File: src/rtl/ccie_pkg.sv
// ----------------------------------------------------------------------------
// ccie_pkg: shared definitions for the coprime counter
// Widths, the prime list capacity and the request and response bundles that
// pass between the sequencer and the serial divider.
// ----------------------------------------------------------------------------
`default_nettype none

package ccie_pkg;

  // Width of the limit, the modulus and the result.
  localparam int unsigned DATA_W = 32;

  // Capacity of the prime list. Nine distinct primes cover any 32-bit modulus.
  localparam int unsigned MAX_DISTINCT_PRIMES = 9;

  // Prime count (holds 0 to the capacity) and prime list index.
  localparam int unsigned CNT_W = $clog2(MAX_DISTINCT_PRIMES + 1);
  localparam int unsigned IDX_W = (MAX_DISTINCT_PRIMES > 1) ?
                                  $clog2(MAX_DISTINCT_PRIMES) : 1;

  // Subset mask, wide enough to hold one past the last subset.
  localparam int unsigned MASK_W = MAX_DISTINCT_PRIMES + 1;

  // Trial divisor stops at 2^16 at most; its square needs one extra bit.
  localparam int unsigned TRIAL_W = DATA_W / 2 + 1;
  localparam int unsigned SQ_W    = DATA_W + 1;

  // Signed accumulator: partial sums stay within a few times the limit.
  localparam int unsigned ACC_W = DATA_W + 4;

  // Divider iteration counter.
  localparam int unsigned DIV_CNT_W = $clog2(DATA_W);

  // Request to the serial divider.
  typedef struct packed {
    logic              start;
    logic [DATA_W-1:0] dividend;
    logic [DATA_W-1:0] divisor;
  } div_req_t;

  // Response from the serial divider.
  typedef struct packed {
    logic              done;
    logic [DATA_W-1:0] quotient;
    logic [DATA_W-1:0] remainder;
  } div_rsp_t;

endpackage

`default_nettype wire

File: src/rtl/ccie_div.sv
// ----------------------------------------------------------------------------
// ccie_div: serial unsigned divider
// Restoring division, one quotient bit per cycle. A start loads the operands;
// the done pulse comes with quotient and remainder after the last iteration.
// ----------------------------------------------------------------------------
`default_nettype none

module ccie_div (
  input  wire                logic clk_i,
  input  wire                logic rst_ni,
  input  wire ccie_pkg::div_req_t  req_i,
  output ccie_pkg::div_rsp_t       rsp_o
);

  logic                                busy_q;
  logic                                done_q;
  logic [ccie_pkg::DIV_CNT_W-1:0]      cnt_q;
  logic [ccie_pkg::DATA_W-1:0]         quo_q;
  logic [ccie_pkg::DATA_W-1:0]         rem_q;
  logic [ccie_pkg::DATA_W-1:0]         div_q;
  logic [ccie_pkg::DATA_W:0]           shifted;
  logic [ccie_pkg::DATA_W:0]           diff;

  // Shift in the next dividend bit and try to subtract the divisor.
  always_comb begin
    shifted = {rem_q, quo_q[ccie_pkg::DATA_W-1]};
    diff    = shifted - {1'b0, div_q};
  end

  // Iteration control and datapath.
  always_ff @(posedge clk_i or negedge rst_ni) begin
    if (!rst_ni) begin
      busy_q <= 1'b0;
      done_q <= 1'b0;
      cnt_q  <= '0;
      quo_q  <= '0;
      rem_q  <= '0;
      div_q  <= '0;
    end else begin
      // The done pulse follows the last iteration.
      done_q <= !req_i.start && busy_q &&
                (cnt_q == ccie_pkg::DIV_CNT_W'(ccie_pkg::DATA_W - 1));
      if (req_i.start) begin
        busy_q <= 1'b1;
        cnt_q  <= '0;
        quo_q  <= req_i.dividend;
        rem_q  <= '0;
        div_q  <= req_i.divisor;
      end else if (busy_q) begin
        if (!diff[ccie_pkg::DATA_W]) begin
          rem_q <= diff[ccie_pkg::DATA_W-1:0];
          quo_q <= {quo_q[ccie_pkg::DATA_W-2:0], 1'b1};
        end else begin
          rem_q <= shifted[ccie_pkg::DATA_W-1:0];
          quo_q <= {quo_q[ccie_pkg::DATA_W-2:0], 1'b0};
        end
        cnt_q <= cnt_q + 1'b1;
        if (cnt_q == ccie_pkg::DIV_CNT_W'(ccie_pkg::DATA_W - 1)) begin
          busy_q <= 1'b0;
        end
      end
    end
  end

  assign rsp_o.done      = done_q;
  assign rsp_o.quotient  = quo_q;
  assign rsp_o.remainder = rem_q;

endmodule

`default_nettype wire

File: src/rtl/coprime_count_inclusion_exclusion.sv
// Work per item: one division per trial divisor up to the square root of the
// remaining modulus, one more per factor found, and for each prime subset one
// product step per listed prime and one division. One item at a time, on the one
// serial 32-bit divider: a new item is taken only once the sequencer is idle.
// Reset (rst_ni, asynchronous, active low) returns the sequencer to idle and
// empties the result register.
// ----------------------------------------------------------------------------
// coprime_count_inclusion_exclusion: count of 1..n coprime to m
// Finds the distinct primes of m by trial division, then sums n / d over all
// prime subsets with alternating sign, on one shared divider.
// ----------------------------------------------------------------------------
`default_nettype none

module coprime_count_inclusion_exclusion (
  input  wire logic                        clk_i,
  input  wire logic                        rst_ni,
  input  wire logic                        in_valid_i,
  output      logic                        in_stall_o,
  input  wire logic [ccie_pkg::DATA_W-1:0] limit_n_i,
  input  wire logic [ccie_pkg::DATA_W-1:0] modulus_m_i,
  output      logic                        out_valid_o,
  input  wire logic                        out_stall_i,
  output      logic [ccie_pkg::DATA_W-1:0] coprime_count_o
);

  typedef enum logic [2:0] {
    S_IDLE,
    S_TRIAL_CHK,
    S_DIV_WAIT,
    S_TAIL,
    S_SUB_INIT,
    S_SUB_MUL,
    S_SUB_DIV,
    S_FINISH
  } state_e;

  state_e                                state_q;
  logic [ccie_pkg::DATA_W-1:0]           n_q;
  logic [ccie_pkg::DATA_W-1:0]           m_q;
  logic [ccie_pkg::TRIAL_W-1:0]          d_q;
  logic [ccie_pkg::SQ_W-1:0]             sq_q;
  logic                                  found_q;
  logic [ccie_pkg::CNT_W-1:0]            cnt_q;
  logic [ccie_pkg::DATA_W-1:0]           primes_q [ccie_pkg::MAX_DISTINCT_PRIMES];
  logic [ccie_pkg::MASK_W-1:0]           mask_q;
  logic [ccie_pkg::CNT_W-1:0]            idx_q;
  logic [ccie_pkg::DATA_W-1:0]           prod_q;
  logic                                  par_q;
  logic signed [ccie_pkg::ACC_W-1:0]     acc_q;
  logic                                  out_valid_q;
  logic [ccie_pkg::DATA_W-1:0]           out_data_q;

  ccie_pkg::div_req_t                    div_req;
  ccie_pkg::div_rsp_t                    div_rsp;
  logic [ccie_pkg::MASK_W-1:0]           full;
  logic [ccie_pkg::DATA_W-1:0]           d_ext;
  logic [ccie_pkg::DATA_W-1:0]           prime_sel;
  logic [2*ccie_pkg::DATA_W-1:0]         mul_full;
  logic signed [ccie_pkg::ACC_W-1:0]     quo_ext;
  logic                                  can_cap;
  logic                                  out_free;

  // Shared serial divider.
  ccie_div u_div (
    .clk_i  (clk_i),
    .rst_ni (rst_ni),
    .req_i  (div_req),
    .rsp_o  (div_rsp)
  );

  // Helper values for the sequencer.
  always_comb begin
    full      = ccie_pkg::MASK_W'(1) << cnt_q;
    d_ext     = ccie_pkg::DATA_W'(d_q);
    prime_sel = primes_q[idx_q[ccie_pkg::IDX_W-1:0]];
    mul_full  = prod_q * prime_sel;
    quo_ext   = $signed({{(ccie_pkg::ACC_W - ccie_pkg::DATA_W){1'b0}}, div_rsp.quotient});
    can_cap   = (cnt_q < ccie_pkg::CNT_W'(ccie_pkg::MAX_DISTINCT_PRIMES));
    out_free  = !out_valid_q || !out_stall_i;
  end

  // Divider requests: trial check, repeated factor removal, subset term.
  always_comb begin
    div_req.start    = 1'b0;
    div_req.dividend = m_q;
    div_req.divisor  = d_ext;
    unique case (state_q)
      S_TRIAL_CHK: begin
        div_req.start = (sq_q <= {1'b0, m_q});
      end
      S_DIV_WAIT: begin
        div_req.start    = div_rsp.done && (div_rsp.remainder == '0);
        div_req.dividend = div_rsp.quotient;
      end
      S_SUB_MUL: begin
        div_req.start    = (idx_q == cnt_q);
        div_req.dividend = n_q;
        div_req.divisor  = prod_q;
      end
      default: begin
        div_req.start = 1'b0;
      end
    endcase
  end

  // Sequencer and result register.
  always_ff @(posedge clk_i or negedge rst_ni) begin
    if (!rst_ni) begin
      state_q     <= S_IDLE;
      n_q         <= '0;
      m_q         <= '0;
      d_q         <= '0;
      sq_q        <= '0;
      found_q     <= 1'b0;
      cnt_q       <= '0;
      primes_q    <= '{default: '0};
      mask_q      <= '0;
      idx_q       <= '0;
      prod_q      <= '0;
      par_q       <= 1'b0;
      acc_q       <= '0;
      out_valid_q <= 1'b0;
      out_data_q  <= '0;
    end else begin
      // A taken result empties the register unless a new one lands now.
      if (out_valid_q && !out_stall_i && (state_q != S_FINISH)) begin
        out_valid_q <= 1'b0;
      end
      unique case (state_q)
        S_IDLE: begin
          if (in_valid_i) begin
            n_q     <= limit_n_i;
            m_q     <= modulus_m_i;
            d_q     <= ccie_pkg::TRIAL_W'(2);
            sq_q    <= ccie_pkg::SQ_W'(4);
            cnt_q   <= '0;
            found_q <= 1'b0;
            state_q <= S_TRIAL_CHK;
          end
        end
        S_TRIAL_CHK: begin
          if (sq_q <= {1'b0, m_q}) begin
            state_q <= S_DIV_WAIT;
          end else begin
            state_q <= S_TAIL;
          end
        end
        S_DIV_WAIT: begin
          if (div_rsp.done) begin
            if (div_rsp.remainder == '0) begin
              // The divisor is a factor: record it once, then keep dividing.
              if (!found_q && can_cap) begin
                primes_q[cnt_q[ccie_pkg::IDX_W-1:0]] <= d_ext;
                cnt_q <= cnt_q + 1'b1;
              end
              found_q <= 1'b1;
              m_q     <= div_rsp.quotient;
            end else begin
              found_q <= 1'b0;
              sq_q    <= sq_q + {d_q, 1'b1};
              d_q     <= d_q + 1'b1;
              state_q <= S_TRIAL_CHK;
            end
          end
        end
        S_TAIL: begin
          // A remainder above one is the last prime.
          if ((m_q > ccie_pkg::DATA_W'(1)) && can_cap) begin
            primes_q[cnt_q[ccie_pkg::IDX_W-1:0]] <= m_q;
            cnt_q <= cnt_q + 1'b1;
          end
          acc_q   <= $signed({{(ccie_pkg::ACC_W - ccie_pkg::DATA_W){1'b0}}, n_q});
          mask_q  <= ccie_pkg::MASK_W'(1);
          state_q <= S_SUB_INIT;
        end
        S_SUB_INIT: begin
          if (mask_q == full) begin
            state_q <= S_FINISH;
          end else begin
            prod_q  <= ccie_pkg::DATA_W'(1);
            idx_q   <= '0;
            par_q   <= 1'b0;
            state_q <= S_SUB_MUL;
          end
        end
        S_SUB_MUL: begin
          // One prime of the list per cycle; those in the subset go into the running product.
          if (idx_q == cnt_q) begin
            state_q <= S_SUB_DIV;
          end else begin
            if (mask_q[idx_q]) begin
              prod_q <= mul_full[ccie_pkg::DATA_W-1:0];
              par_q  <= !par_q;
            end
            idx_q <= idx_q + 1'b1;
          end
        end
        S_SUB_DIV: begin
          if (div_rsp.done) begin
            if (par_q) begin
              acc_q <= acc_q - quo_ext;
            end else begin
              acc_q <= acc_q + quo_ext;
            end
            mask_q  <= mask_q + 1'b1;
            state_q <= S_SUB_INIT;
          end
        end
        S_FINISH: begin
          if (out_free) begin
            out_valid_q <= 1'b1;
            out_data_q  <= acc_q[ccie_pkg::ACC_W-1] ? '0 : acc_q[ccie_pkg::DATA_W-1:0];
            state_q     <= S_IDLE;
          end
        end
        default: begin
          state_q <= S_IDLE;
        end
      endcase
    end
  end

  assign in_stall_o      = (state_q != S_IDLE);
  assign out_valid_o     = out_valid_q;
  assign coprime_count_o = out_data_q;

`ifndef SYNTHESIS
  // An accepted item makes the block busy on the next cycle.
  a_busy_after_accept : assert property (@(posedge clk_i) disable iff (!rst_ni)
    (in_valid_i && !in_stall_o) |=> in_stall_o)
    else $error("block not busy after an accepted item");

  // The prime list never overflows its capacity.
  a_cnt_cap : assert property (@(posedge clk_i) disable iff (!rst_ni)
    cnt_q <= ccie_pkg::CNT_W'(ccie_pkg::MAX_DISTINCT_PRIMES))
    else $error("prime count above capacity");

  // Divider results arrive only while the sequencer waits for them.
  a_done_expected : assert property (@(posedge clk_i) disable iff (!rst_ni)
    div_rsp.done |-> (state_q == S_DIV_WAIT || state_q == S_SUB_DIV))
    else $error("divider result while not waiting");

  // A new result never exceeds the limit of its item.
  a_result_bound : assert property (@(posedge clk_i) disable iff (!rst_ni)
    (state_q == S_FINISH && out_free) |=> (coprime_count_o <= n_q))
    else $error("result above limit");
`endif

endmodule

`default_nettype wire

File: config.mk
export PLATFORM = sky130hd
export DESIGN_NAME = coprime_count_inclusion_exclusion
export DESIGN_NICKNAME = d
export VERILOG_FILES = /design/src/rtl/ccie_pkg.sv /design/src/rtl/ccie_div.sv /design/src/rtl/coprime_count_inclusion_exclusion.sv
export SDC_FILE = /design/constraint.sdc
export NUM_CORES = 2
export LEC_CHECK = 0
export ABC_AREA = 1
export BUFFER_PORTS_ARGS = -buffer_cell sky130_fd_sc_hd__buf_4
export CAP_MARGIN = 30
export CORE_MARGIN = 2
export CORE_UTILIZATION = 25
export CTS_BUF_LIST = sky130_fd_sc_hd__clkbuf_2
export DETAILED_ROUTE_END_ITERATION = 16
export GPL_ROUTABILITY_DRIVEN = 1
export GPL_TIMING_DRIVEN = 0
export MAX_ROUTING_LAYER = met4
export PLACE_DENSITY = 0.5
export SKIP_LAST_GASP = 1
export SYNTH_ARGS = -nofsm -noshare
export SYNTH_HDL_FRONTEND = slang
export SYNTH_SLANG_ARGS = --single-unit
File: constraint.sdc
create_clock -name clk_i -period 8.16 [get_ports clk_i]
set_input_delay 1.632 -clock clk_i [delete_from_list [all_inputs] [get_ports clk_i]]
set_output_delay 1.632 -clock clk_i [all_outputs]
set_load 0.02 [all_outputs]
Word-level counts from Yosys, hierarchy flattened

Index checks and enable logic that the tools add are counted.

Register bits after elaboration: 629
Output and inout bits: 34
Word-level logic and storage cells: 187

Add/sub/neg operators: 9
Multipliers: 1
$lt $le $gt $ge: 7
Equal/unequal tests: 24
Shift operators: 1
Mux-type cells: 79
Bitwise operators: 2
Reduce and logical (&&, ||, !) cells: 35

Operators with widths:

| operator                                                              | number |
|---|---|
| 288-bit two-way mux                                                   | 4 |
| 288-bit bitwise mux                                                   | 2 |
| 288-bit one-hot mux with 2 select lines                               | 1 |
| 32-bit two-way mux                                                    | 16 |
| 32-bit one-hot mux with 2 select lines                                | 3 |
| 32-bit binary-select mux with 4-bit select                            | 1 |
| 32-bit demux with 4-bit select                                        | 1 |
| 33-bit two-way mux                                                    | 3 |
| 36-bit two-way mux                                                    | 2 |
| 36-bit one-hot mux with 2 select lines                                | 1 |
| 33-bit one-hot mux with 2 select lines                                | 1 |
| 17-bit two-way mux                                                    | 3 |
| 36-bit by 33-bit adder with 36-bit output                             | 1 |
| 36-bit by 33-bit subtractor with 36-bit output                        | 1 |
| 17-bit one-hot mux with 2 select lines                                | 1 |
| 33-bit by 18-bit adder with 33-bit output                             | 1 |
| 33-bit by 32-bit less-or-equal comparator with 1-bit output           | 1 |
| 33-bit by 32-bit subtractor with 33-bit output                        | 1 |
| 32-bit by 1-bit > comparator with 1-bit output, second input constant | 1 |
| 32-bit zero test                                                      | 1 |
| 32-bit by 32-bit multiplier with 32-bit output                        | 1 |
| 4-bit two-way mux                                                     | 7 |
| 3-bit one-hot mux with 8 select lines                                 | 1 |
| 2-bit inequality test, second input constant                          | 11 |
| other kinds (40)                                                      | 92 |

Longest topological paths before layout

Word-level depth: 10
Depth in mapped cells: 42
Depth with buffers taken out: 39

Hierarchy

From an unflattened synthesis, not the netlist that was laid out.

Cells, all modules: 6833
Area, all modules: 51607.0 um2

By module, submodules not included:

| module                            | times used | cells each | area an instance (um2) | seq. area each (um2) |
|---|---|---|---|---|
| coprime_count_inclusion_exclusion | 1          | 5759       | 44436.4                | 13162.6 |
| ccie_div                          | 1          | 1074       | 7170.6                 | 2577.5 |

Worst setup path after synthesis

OpenSTA, ideal clock, no wires.

Kind: flip-flop to flip-flop
Start point: reg idx_q[0] in the netlist's numbering
End point: reg prod_q[29] in the netlist's numbering
Arrival: 7.377 ns
Slack: 0.651 ns
Cell stages (with the launch flop): 39
Period minus slack after synthesis: 7.509 ns
Cells stage by stage: dfrtp_1 -> inv_2 -> clkbuf_1 -> nand2_1 -> nand3_1 -> nand3_1 -> nand3_1 -> nand2_2 -> inv_1 -> clkbuf_1 -> nor2_1 -> fa_1 -> inv_1 -> fa_1 -> fa_1 -> fa_1 -> inv_1 -> ha_1 -> [... 3 more ...] -> fa_1 -> inv_1 -> ha_1 -> inv_1 -> nor3_1 -> nand3_1 -> nand3_1 -> nand2_1 -> nand2_1 -> o21ai_0 -> o21ai_0 -> nand2_1 -> o211ai_1 -> nand2_1 -> nand2_1 -> nand3_1 -> a21oi_1 -> o22ai_1

Word-level cells in the longest chain between the ends: 8

Ends and longest elaborated chain:

| element                                                | RTL line                                 | RTL |
|---|---|---|
| start, declared                                        | coprime_count_inclusion_exclusion.sv:46  | `logic [ccie_pkg::CNT_W-1:0] idx_q;` |
| start signal, assigned                                 | coprime_count_inclusion_exclusion.sv:195 | `idx_q <= idx_q + 1'b1;` |
| 4-bit inverter with 5-bit output (not written as such) | coprime_count_inclusion_exclusion.sv:75  | `prime_sel = primes_q[idx_q[ccie_pkg::IDX_W-1:0]];` |
| 32-bit binary-select mux with 4-bit select             | coprime_count_inclusion_exclusion.sv:75  |  |
| 32-bit two-way mux (not written as such) (2 in a row)  | coprime_count_inclusion_exclusion.sv:75  |  |
| 32-bit by 32-bit multiplier with 32-bit output         | coprime_count_inclusion_exclusion.sv:76  | `mul_full = prod_q * prime_sel;` |
| 32-bit two-way mux                                     | coprime_count_inclusion_exclusion.sv:191 | `if (mask_q[idx_q]) begin` |
| 32-bit two-way mux                                     | coprime_count_inclusion_exclusion.sv:188 | `if (idx_q == cnt_q) begin` |
| 32-bit one-hot mux with 2 select lines                 | coprime_count_inclusion_exclusion.sv:129 | `unique case (state_q)` |
| end signal, assigned                                   | coprime_count_inclusion_exclusion.sv:180 | `prod_q <= ccie_pkg::DATA_W'(1);` |
| end signal, assigned                                   | coprime_count_inclusion_exclusion.sv:192 | `prod_q <= mul_full[ccie_pkg::DATA_W-1:0];` |
| end, declared                                          | coprime_count_inclusion_exclusion.sv:47  | `logic [ccie_pkg::DATA_W-1:0] prod_q;` |

Parallel ways exist; a longest one is shown, timed or not. The select of a mux whose other input is x is not followed.
A chain may end at the register's enable or synchronous reset.

Worst setup path after layout

Start point: reg idx_q[0] in the netlist's numbering
End point: reg prod_q[30] in the netlist's numbering

Same word-level chain as after synthesis.

==> reports/qor.yml <==
status: "finished clean"
num_rows: 164
ff2ff_setup_slack_ns: 0.03
place_inst: 9231
cts_sinks: 629
vias: 46269
fp.dieW_um: 451
power_density_nw_per_um2: 98.3
rr_endpoint: "prod_q[30]$_DFFE_PN0P_"
grtUsageTotal_pct: 19.5
ys_seq_area_share_pct: 31.5
numCtsBuffers: 180
core_um2: 199000
antenna_found_initial: 8
slowest_stage: "fa_1"
synth_nets: 7162
worstSetupPathType: "flop to flop"
async_reset_ff_share_pct: 100
routed_wl_mm: 196
avgViaCountPerCell: 4.82
period_minus_slack_ns: 8.13
cts-root-buf: "clkbuf_2"
swShare_pct: 28.4
synth_cells: 6431
tightest_slew_ns: 1.14
max-clock-path-buffers: 3
switchingPower_uw: 1630
endpoint: "prod_q[30]$_DFFE_PN0P_"
post_drt_wl_per_cell_um: 20.4
dpl-instance-area_um2: 54700
slew_headroom_pct: 24.1
synth.ff_latch_count: 629
crit_path_start: "idx_q[0]$_DFFE_PN0P_"
insertion_delay_ns: 1.66
yosysUniqueCellTypes: 57
design_area_um2: 58200
slowest_delay_ns: 0.56
grt_pass1_vias: 45356
cap_violations: 0
start_kind: "flop"
gr-total-overflow: 0
clk_pin_slew_ns: 0.09
setup_ws_ns: 0.0327
avgSynthCellArea_um2: 7.78
yosys_warnings: 0
grt_max_degree: 113
place_ws_ns: -1.50
grt_pass1_wl_mm: 292
r2r_start: "idx_q[0]$_DFFE_PN0P_"
routabilityCongestion: 0.944
yosys.area.top_type: "dfrtp_1"
critPathArrivalTime_ns: 9.55
synth_area_um2: 50000
hpwl_mm: 153
stdcell_count: 9599
hold_violations: 0
rsz0062_at_grt: "true"
setup_viol: 0
dieHeight_um: 451
period_share_pct: 99.6
clkPwrFrac_pct: 43.7
hp-class: "input port to flop"
ios: 102
synth.most_common_cell: "nand2_1"
first_iter_violations: 4084
combinationalPowerShare_pct: 1.9
h-tree-depth: 4
critPathMaxFanout: 8
power_frac_seq_pct: 54.4
p_int_uw: 4100
initial_core_util_pct: 25.1
final_nets: 7531
drtPass1Iterations: 7
cts_tree: "yes"
synth.area.top_cells: "dfrtp_1, fa_1, nand2_1, inv_1, o21ai_0"
fin_util_pct: 29.2
synth_enable_flop_cells: 0
drive_above_1_share_pct: 11.2
io_buffer_count: 101
p_leak_uw: 0.0272
reg2regPathDepth: 30
drc: 0
synth_top_area_share_pct: 31.5
syn2layout_area_growth_pct: 16.3
cp.required_ns: 9.58
crit_path_frequent_cell: "fa_1"
skew_ns: 0.184
synth_flop_cell: "dfrtp_1"
end_kind: "flop"
vdd_drop_max_mv: 0.109
die-area_um2: 204000
slew_viol_final: 0
synth_commonest_cells: "nand2_1, inv_1, o21ai_0, dfrtp_1, nor2_1"
max_clock_freq_mhz: 123
antenna_left: 0
==> metrics by stage <==
| step | TNS [ns] | total power [µW] | hold WS, ns |
|---|---|---|---|
| floorplan | 0 | 3180 | 0.442 |
| global placement | -1303.16 | 3280 | 0.453 |
| detailed placement | -14.32 | 3290 | 0.458 |
| CTS | -0.0244 | 5820 | 0.0417 |
| global route | -0.282 | 5990 | 0.0981 |
| finish | 0 | 5720 | 0.212 |
==> registers in the layout, summed over array words and instances (netlist names) <==
signal           count
out_valid_o          1
m_q                 32
d_q                 17
prod_q              32
state_q              3
n_q                 32
par_q                1
u_div.done_q         1
sq_q                33
found_q              1
u_div.rem_q         32
cnt_q                4
coprime_count_o     32
idx_q                4
primes_q           288
mask_q              10
acc_q               36
u_div.busy_q         1
u_div.quo_q         32
u_div.cnt_q          5
u_div.div_q         32
==> metal layers <==
layer	up-vias	global-route usage [%]	routed length (µm)	part of all wire [%]
li1	21240	-	-	-
met1	22948	25.9	86400	44
met2	1729	30.2	89300	46
met3	352	2.83	13100	6.7
met4	0	6.97	6930	3.5
met5	-	-	0	0
==> worst min path at each step <==
stage,endpoint,from,depth (start not counted),slack [ns]
global route,n_q[28]$_DFFE_PN0P_,limit_n_i[28],3,0.1
floorplan,primes_q[0]$_DFFE_PN0P_,primes_q[0]$_DFFE_PN0P_,2,0.44
finish,n_q[24]$_DFFE_PN0P_,limit_n_i[24],3,0.21
global placement,primes_q[2]$_DFFE_PN0P_,primes_q[2]$_DFFE_PN0P_,2,0.45
detailed placement,primes_q[4]$_DFFE_PN0P_,primes_q[4]$_DFFE_PN0P_,2,0.46
CTS,n_q[23]$_DFFE_PN0P_,limit_n_i[23],3,0.04
==> kinds of logic after synthesis <==
kind of cell / count (synthesis) / share of synthesized area, %
buffers and inverters: 1298 / 9.92
DFF: 629 / 31.5
AOI/OAI and AO/OA: 1179 / 13.1
muxes: 17 / 0.383
and+or+nand+nor: 2529 / 20.4
adders and majority gates: 663 / 22.7
xor gates and xnor gates: 116 / 2.03
==> repair_timing <==
action	4_1_cts	5_1_grt
endpoints found under the hold margin	60	0
buffers inserted	17	26
hold buffers	1	0
resized for setup	179	214
pin swaps	9	71
cloned	0	4
endpoints found under the setup margin	19	11
==> power by group through the flow <==
stage | logic (µW) | clock network, µW | registers (µW)
floorplan | 0.0261 | 0 | 3180
global placement | 102 | 0 | 3180
detailed placement | 115 | 0 | 3180
CTS | 116 | 2590 | 3110
global route | 123 | 2750 | 3120
finish | 109 | 2500 | 3110
==> cell usage in the layout, fill, tap and decap left out, types with 10 or more instances in the layout <==
cell	instances
a21oi_1	240
nor3_1	25
nand2_1	1518
clkbuf_2	272
nor4_1	22
o21ai_1	28
clkinv_1	44
xor2_1	82
buf_4	177
diode_2	11
inv_1	965
o22ai_1	33
nand3_1	277
buf_2	27
nand3_4	13
o21a_1	17
nand4_1	38
fa_2	14
a31oi_1	15
buf_8	24
clkbuf_1	181
nor2_2	23
ha_1	234
ha_4	18
xnor2_1	34
nor2_1	533
o21ai_2	10
inv_2	16
buf_6	22
nand2_4	15
mux2_2	17
o21ai_0	645
clkbuf_4	11
fa_1	397
nand3_2	19
o211ai_1	120
dfrtp_1	626
==> critical path: cells and delay by family, from the launching register on <==
family | cells | cell delay [ns]
fa+ha+maj | 9 | 4.26
flops | 1 | 0.42
buf+inv | 8 | 1.00
compound gates | 3 | 0.63
simple gates | 10 | 1.60
==> final cells by class <==
class | count | area (µm²)
Antenna cell | 11 | 27.5
Buffer | 285 | 1570
Clock buffer | 264 | 1320
Clock inverter | 50 | 312
Fill cell | 21626 | 141000
Inverter | 1007 | 3840
Multi-Input combinational cell | 4504 | 30200
Sequential cell | 629 | 15700
Tap cell | 2656 | 3320
Timing Repair Buffer | 193 | 1860
(Power assumes the default switching activity.)
